**src/rtl/core/sorted_list_table_core_macros.svh**
```systemverilog
// Assertion macros for the sorted list table core.
`ifndef SORTED_LIST_TABLE_CORE_MACROS_SVH
`define SORTED_LIST_TABLE_CORE_MACROS_SVH
`ifndef NO_ASSERTIONS
`define SLT_ASSERT(label, clk, rstn, prop) \
    label: assert property (@(posedge clk) disable iff (!rstn) prop) \
    else $error("assertion failed");
`define SLT_ASSERT_RST(label, clk, prop) \
    label: assert property (@(posedge clk) prop) else $error("assertion failed");
`else
`define SLT_ASSERT(label, clk, rstn, prop)
`define SLT_ASSERT_RST(label, clk, prop)
`endif
`endif

```
**src/rtl/core/slt_pkg.sv**
```systemverilog
`default_nettype none
package slt_pkg;
    localparam logic [1:0] OP_INSERT = 2'd0;
    localparam logic [1:0] OP_GET    = 2'd1;
    localparam logic [1:0] OP_RM_AT  = 2'd2;
    localparam logic [1:0] OP_RM_VAL = 2'd3;

    localparam logic [1:0] ST_OK   = 2'd0;
    localparam logic [1:0] ST_MISS = 2'd1;
    localparam logic [1:0] ST_FULL = 2'd2;

    typedef struct packed {
        logic [1:0]         opcode;
        logic signed [31:0] value;
        logic [7:0]         position;
    } req_t;

    typedef struct packed {
        logic [1:0]         status;
        logic signed [31:0] data;
        logic [8:0]         entry_count;
    } rsp_t;

    // datapath commands
    typedef struct packed {
        logic load;     // capture request, reset index
        logic rd;       // read entry at index
        logic step_up;  // index + 1
        logic step_dn;  // index - 1
        logic set_cnt;  // index <= count (insert shift start)
        logic set_pos;  // index <= position
        logic mv_dn;    // write rdata at idx+1 (shift toward end)
        logic mv_up;    // write rdata at idx-1
        logic wr_val;   // mem[idx] <= value
        logic cnt_inc;
        logic cnt_dec;
        logic keep_rd;  // capture rdata as data result
        logic keep_idx; // capture index as data result
    } cmd_t;

    typedef struct packed {
        logic [1:0] opcode;
        logic       full;
        logic       pos_ok;   // position < count
        logic       idx_end;  // index == count
        logic       idx_zero; // index == 0
        logic       gt;       // registered entry > value
        logic       eq;       // registered entry == value
    } sts_t;
endpackage
`default_nettype wire

```
**src/rtl/core/slt_ctrl.sv**
```systemverilog
`default_nettype none
`include "sorted_list_table_core_macros.svh"
module slt_ctrl (
    input  wire logic          aclk,
    input  wire logic          aresetn,
    input  wire logic          s_valid,
    output logic               s_ready,
    output logic               m_valid,
    input  wire logic          m_ready,
    output logic [1:0]         status,
    input  wire slt_pkg::sts_t sts,
    output slt_pkg::cmd_t      cmd
);
    import slt_pkg::*;

    localparam logic [3:0] S_IDLE = 4'd0;
    localparam logic [3:0] S_DISP = 4'd1;
    localparam logic [3:0] S_SRD  = 4'd2;  // search: read issued
    localparam logic [3:0] S_SCHK = 4'd3;  // search: compare
    localparam logic [3:0] S_IRD  = 4'd4;  // insert: step to idx-1 or place at 0
    localparam logic [3:0] S_IRQ  = 4'd5;  // insert: read idx
    localparam logic [3:0] S_ICHK = 4'd6;  // insert: compare, shift up
    localparam logic [3:0] S_IPUT = 4'd7;  // insert: write value at idx
    localparam logic [3:0] S_GRD  = 4'd8;
    localparam logic [3:0] S_GET  = 4'd9;
    localparam logic [3:0] S_CRD  = 4'd10; // close gap: read idx
    localparam logic [3:0] S_CWR  = 4'd11; // close gap: write idx-1
    localparam logic [3:0] S_DONE = 4'd12;
    localparam logic [3:0] S_OUT  = 4'd13;

    logic [3:0] state_reg, state_next;
    logic [1:0] status_reg, status_next;

    always_ff @(posedge aclk) begin
        if (!aresetn) begin
            state_reg  <= S_IDLE;
            status_reg <= ST_OK;
        end else begin
            state_reg  <= state_next;
            status_reg <= status_next;
        end
    end

    // Insert walks idx down from count: each entry greater than the value
    // moves up one slot; the value lands just above the first entry that
    // is not greater, or at slot zero.
    always_comb begin
        state_next  = state_reg;
        status_next = status_reg;
        cmd         = '0;
        s_ready     = (state_reg == S_IDLE);
        m_valid     = (state_reg == S_OUT);
        unique case (state_reg)
            S_IDLE: begin
                if (s_valid) begin
                    cmd.load   = 1'b1;
                    state_next = S_DISP;
                end
            end
            S_DISP: begin
                status_next = ST_OK;
                unique case (sts.opcode) inside
                    OP_INSERT: begin
                        if (sts.full) begin
                            status_next = ST_FULL;
                            state_next  = S_OUT;
                        end else begin
                            cmd.set_cnt = 1'b1;
                            state_next  = S_IRD;
                        end
                    end
                    OP_GET, OP_RM_AT: begin
                        if (!sts.pos_ok) begin
                            status_next = ST_MISS;
                            state_next  = S_OUT;
                        end else begin
                            cmd.set_pos = 1'b1;
                            state_next  = S_GRD;
                        end
                    end
                    default: begin
                        state_next = S_SRD;
                    end
                endcase
            end
            // insert: from the end, move entries up while they exceed value
            S_IRD: begin
                if (sts.idx_zero) begin
                    cmd.wr_val = 1'b1;
                    state_next = S_DONE;
                end else begin
                    cmd.step_dn = 1'b1;
                    state_next  = S_IRQ;
                end
            end
            S_IRQ: begin
                cmd.rd     = 1'b1;
                state_next = S_ICHK;
            end
            S_ICHK: begin
                if (sts.gt) begin
                    // entry moves one slot higher
                    cmd.mv_dn = 1'b1;
                    if (sts.idx_zero) begin
                        state_next = S_IPUT;
                    end else begin
                        cmd.step_dn = 1'b1;
                        state_next  = S_IRQ;
                    end
                end else begin
                    cmd.step_up = 1'b1;
                    state_next  = S_IPUT;
                end
            end
            S_IPUT: begin
                cmd.wr_val = 1'b1;
                state_next = S_DONE;
            end
            S_GRD: begin
                cmd.rd     = 1'b1;
                state_next = S_GET;
            end
            S_GET: begin
                cmd.keep_rd = 1'b1;
                if (sts.opcode == OP_GET) begin
                    state_next = S_OUT;
                end else begin
                    cmd.step_up = 1'b1;
                    state_next  = S_CRD;
                end
            end
            // remove by value: linear search of valid entries
            S_SRD: begin
                if (sts.idx_end) begin
                    status_next = ST_MISS;
                    state_next  = S_OUT;
                end else begin
                    cmd.rd     = 1'b1;
                    state_next = S_SCHK;
                end
            end
            S_SCHK: begin
                if (sts.eq) begin
                    cmd.keep_idx = 1'b1;
                    cmd.step_up  = 1'b1;
                    state_next   = S_CRD;
                end else begin
                    cmd.step_up = 1'b1;
                    state_next  = S_SRD;
                end
            end
            // close gap: idx points one past the hole
            S_CRD: begin
                if (sts.idx_end) begin
                    cmd.cnt_dec = 1'b1;
                    state_next  = S_OUT;
                end else begin
                    cmd.rd     = 1'b1;
                    state_next = S_CWR;
                end
            end
            S_CWR: begin
                cmd.mv_up   = 1'b1;
                cmd.step_up = 1'b1;
                state_next  = S_CRD;
            end
            S_DONE: begin
                cmd.cnt_inc = 1'b1;
                state_next  = S_OUT;
            end
            S_OUT: begin
                if (m_ready) state_next = S_IDLE;
            end
            default: state_next = S_IDLE;
        endcase
    end

    assign status = status_reg;

    `SLT_ASSERT(a_no_overlap, aclk, aresetn, m_valid |-> !s_ready)
    `SLT_ASSERT(a_out_hold, aclk, aresetn, (m_valid && !m_ready) |=> m_valid)
    `SLT_ASSERT(a_accept_leaves, aclk, aresetn, (s_valid && s_ready) |=> !s_ready)
endmodule
`default_nettype wire

```
**config.mk**
```make
export PLATFORM = sky130hd
export DESIGN_NAME = slt_ctrl
export DESIGN_NICKNAME = d
export VERILOG_FILES = /design/src/rtl/core/slt_pkg.sv /design/src/rtl/core/slt_ctrl.sv
export VERILOG_INCLUDE_DIRS = /design/src /design/src/rtl/core
export SDC_FILE = /design/constraint.sdc
export NUM_CORES = 1
export LEC_CHECK = 0
export ABC_AREA = 1
export CORE_AREA = 2 2 39 41
export DETAILED_ROUTE_END_ITERATION = 16
export DIE_AREA = 0 0 41 43
export DONT_BUFFER_PORTS = 1
export HOLD_SLACK_MARGIN = 0.06
export PLACE_DENSITY = 0.65
export SLEW_MARGIN = 20
export SYNTH_ARGS = -nofsm -noshare
export SYNTH_HDL_FRONTEND = slang
export SYNTH_SLANG_ARGS = --single-unit
export TNS_END_PERCENT = 30
```
**constraint.sdc**
```tcl
create_clock -name aclk -period 1.4 [get_ports aclk]
set_clock_uncertainty 0.1 [all_clocks]
set_input_delay 0.07 -clock aclk [delete_from_list [all_inputs] [get_ports aclk]]
set_output_delay 0.07 -clock aclk [all_outputs]
set_load 0.02 [all_outputs]
```
==> flow_metrics.env <==
export IMPL_hold_viol=0
export IMPL_route_detailed_wl_per_inst_microns=13.4
export IMPL_via_count=895
export IMPL_synth_common_cells="nand2_1 (30), nor2_1 (27), inv_1 (20)"
export IMPL_overflow=0
export IMPL_cap_violations=0
export IMPL_setup_ws_ns=-0.0867
export IMPL_cp_cell_sequence="buf_4, nor2_4, nand3_2, o21ai_0, buf_4"
export IMPL_max_slew_margin_rel_pct=83.0
export IMPL_ys_async_sr_fraction_pct=0
export IMPL_worst_pin_slew_ns=0.255
export IMPL_min_delay_start="sts[0]"
export IMPL_wl_mm=2.29
export IMPL_period_share_pct=106
export IMPL_fillers=124
export IMPL_nets=172
export IMPL_synthesis_area_sq_um=671
export IMPL_cts_tree="done"
export IMPL_whs_ns=0.0771
export IMPL_antenna_found_initial=0
export IMPL_grt_setup_unrepaired="true"
export IMPL_worstSetupEndpoint="cmd[4]"
export IMPL_finalSetupViolCount=10
export IMPL_first_iter_violations=24
export IMPL_areaGrowthSynthToFinish_pct=56.3
export IMPL_gr_usage_all_layers_pct=26.4
export IMPL_diodes=0
export IMPL_status="finished with violations"
export IMPL_grt_max_degree=7
export IMPL_yosys_register_bits=6
export IMPL_synth_flop_cell="dfxtp_1"
export IMPL_p_clk_share_pct=8.6
export IMPL_die_h_microns=43
export IMPL_cts_root_buf="clkbuf_4"
export IMPL_cts_max_level=1
export IMPL_num_rows=14
export IMPL_cp_num_buf_inv=2
export IMPL_viasPerCell=5.23
export IMPL_grt_pass1_vias=798
export IMPL_crit_family="flip-flops"
export IMPL_r2r_cells=10
export IMPL_slew_viol_final=0
export IMPL_violations="setup timing"
export IMPL_synthesis_nets=141
export IMPL_r2r_start="state_reg[0]"
export IMPL_crit_type="reg2out"
export IMPL_synth_edff_count=0
export IMPL_cp_start_kind="register"
export IMPL_dr_pass1_iters=4
export IMPL_multiInputGateArea_sq_um=548
export IMPL_p_int_uw=825
export IMPL_switching_share_pct=54.8
export IMPL_start_util_pct=48.5
export IMPL_grt_pass1_wl_mm=3.15
export IMPL_required_ns=1.23
export IMPL_critPathLaunch="state_reg[0]"
export IMPL_min_path_type="in2reg"
export IMPL_cts_made_buffers=3
export IMPL_synthTopCellsByArea="dfxtp_1 (18%), nand2_1 (17%), nor2_1 (15%)"
export IMPL_ir_worst_vdd_uv=1050
export IMPL_end_kind="output port"
export IMPL_dieArea_sq_um=1760
export IMPL_clk_path_buf_depth=2
export IMPL_crit_fanout=4
export IMPL_largest_reg_flops=4
export IMPL_port_buffer_count=0
export IMPL_switchingPower_uw=998
export IMPL_critPathArrivalTime_ns=1.32
export IMPL_gp_congestion=0.841
export IMPL_regArea_sq_um=135
export IMPL_ys_types=17
export IMPL_io_pins=29
export IMPL_dp_hpwl_mm=1.60
export IMPL_rr_endpoint="state_reg[0]"
export IMPL_final_period_minus_worst_setup_slack_ns=1.49
export IMPL_yosysWarnings=0
export IMPL_r2r_slack_ns=-0.01
export IMPL_path_depth=5
export IMPL_slowest_delay_ns=0.35
export IMPL_slowest_stage="dfxtp_4"
export IMPL_drive_gt1_share_pct=40.0
export IMPL_synthDominantCellAreaShare_pct=17.9
export IMPL_core_area_sq_um=1380
export IMPL_route_detailed_drc=0
export IMPL_path_clk_slew_ns=0.05
export IMPL_p_seq_share_pct=21.8
export IMPL_ys_seq_area_share_pct=17.9
export IMPL_cts_sinks=6
export IMPL_cp_common_cell="buf_4"
export IMPL_yosysMostFrequentCell="nand2_1"
export IMPL_powerDensity_nw_per_um2=1740
export IMPL_die_x_microns=41
export IMPL_clock_latency_ns=0.24
export IMPL_total_power_mw=1.82
export IMPL_leakagePower_nw=0.563
export IMPL_detail_route_antenna_nets=0
export IMPL_combPwrFrac_pct=69.6
export IMPL_fmax_mhz=673
export IMPL_postSynthCellCount=126
export IMPL_yosysTopAreaCell="dfxtp_1"
export IMPL_syn_avg_cell_area_sq_um=5.32
cells in the final DEF, fill, tap and decap left out, drive strengths merged:
cell type    count
nor2            33
nand2           32
inv             26
buf             19
dlygate4sd3      7
nand3            7
a21oi            6
o21ai            6
dfxtp            6
ha               3
clkbuf           3
nor3             2
o211ai           2
o31ai            1
nand3b           1
nand4            1
cells by family after synthesis:
logic type               synth area share (%)
flip-flops                               17.9
adder cells (fa/ha/maj)                  5.60
buffers and inverters                    14.6
AND/OR/NAND/NOR                          49.6
AO/OA/AOI/OAI                            12.3
how the worst min path moves through the flow:
stage                     slack [ns]      endpoint  cells after the start
after global placement          0.07  state_reg[2]                      2
after global routing            0.12  state_reg[1]                      4
after detailed placement        0.07  state_reg[2]                      2
after floorplan                 0.07  state_reg[2]                      2
after CTS                       0.06  state_reg[1]                      4
final                           0.08  state_reg[3]                      6
power groups by stage:
stage | Sequential [mW] | Clock, mW | Combinational [mW]
6_report | 0.398 | 0.157 | 1.27
5_1_grt | 0.412 | 0.173 | 1.37
2_1_floorplan | 0.330 | 0 | 0.709
4_1_cts | 0.354 | 0.159 | 1.10
3_5_place_dp | 0.335 | 0 | 1.00
3_3_place_gp | 0.328 | 0 | 0.986
repair_timing:
action / in CTS / in global routing
endpoints found under the setup margin: 12 / 15
endpoints found under the hold margin: 6 / 0
resized for setup: 15 / 26
hold buffers: 7 / 0
setup buffers: 2 / 2
pin swaps: 3 / 5
tightest hold or removal path: stages:
cell and delay, ns:
nand2_2 0.05, nand2_1 0.08, nor2_2 0.04, nand3_1 0.06, nand2_1 0.05, inv_1 0.04
per-layer routing:
metal / track usage [%] / vias to the layer above / wire [microns]
met5: 0 / - / 0
met4: 11.3 / 0 / 39
met3: 5.24 / 4 / 123
met2: 46.3 / 38 / 1250
met1: 28.2 / 403 / 878
li1: - / 450 / -
cell type report:
cell class	instances	area share (%)
clock buffers	3	2.15
inverters	26	9.79
multi-input cells	94	52.3
flip-flops and latches	6	12.9
well taps	16	1.91
repair buffers	26	21.0
per-stage QoR:
step | setup TNS (ns) | util [%] | std cells | worst slack (ns) | instance area, sq um
final | -0.526 | 75.8 | 171 | -0.0867 | 1050
after CTS | -0.582 | 69.0 | 169 | -0.0989 | 955
after detailed placement | -0.00636 | 58.2 | 157 | -0.00636 | 806
after global placement | 0 | 58.2 | 157 | 0.0202 | 806
after floorplan | 0 | - | 126 | 0.0228 | 673
after global routing | -1.32 | 75.8 | 171 | -0.146 | 1050
Power figures use the tool's default switching activity.
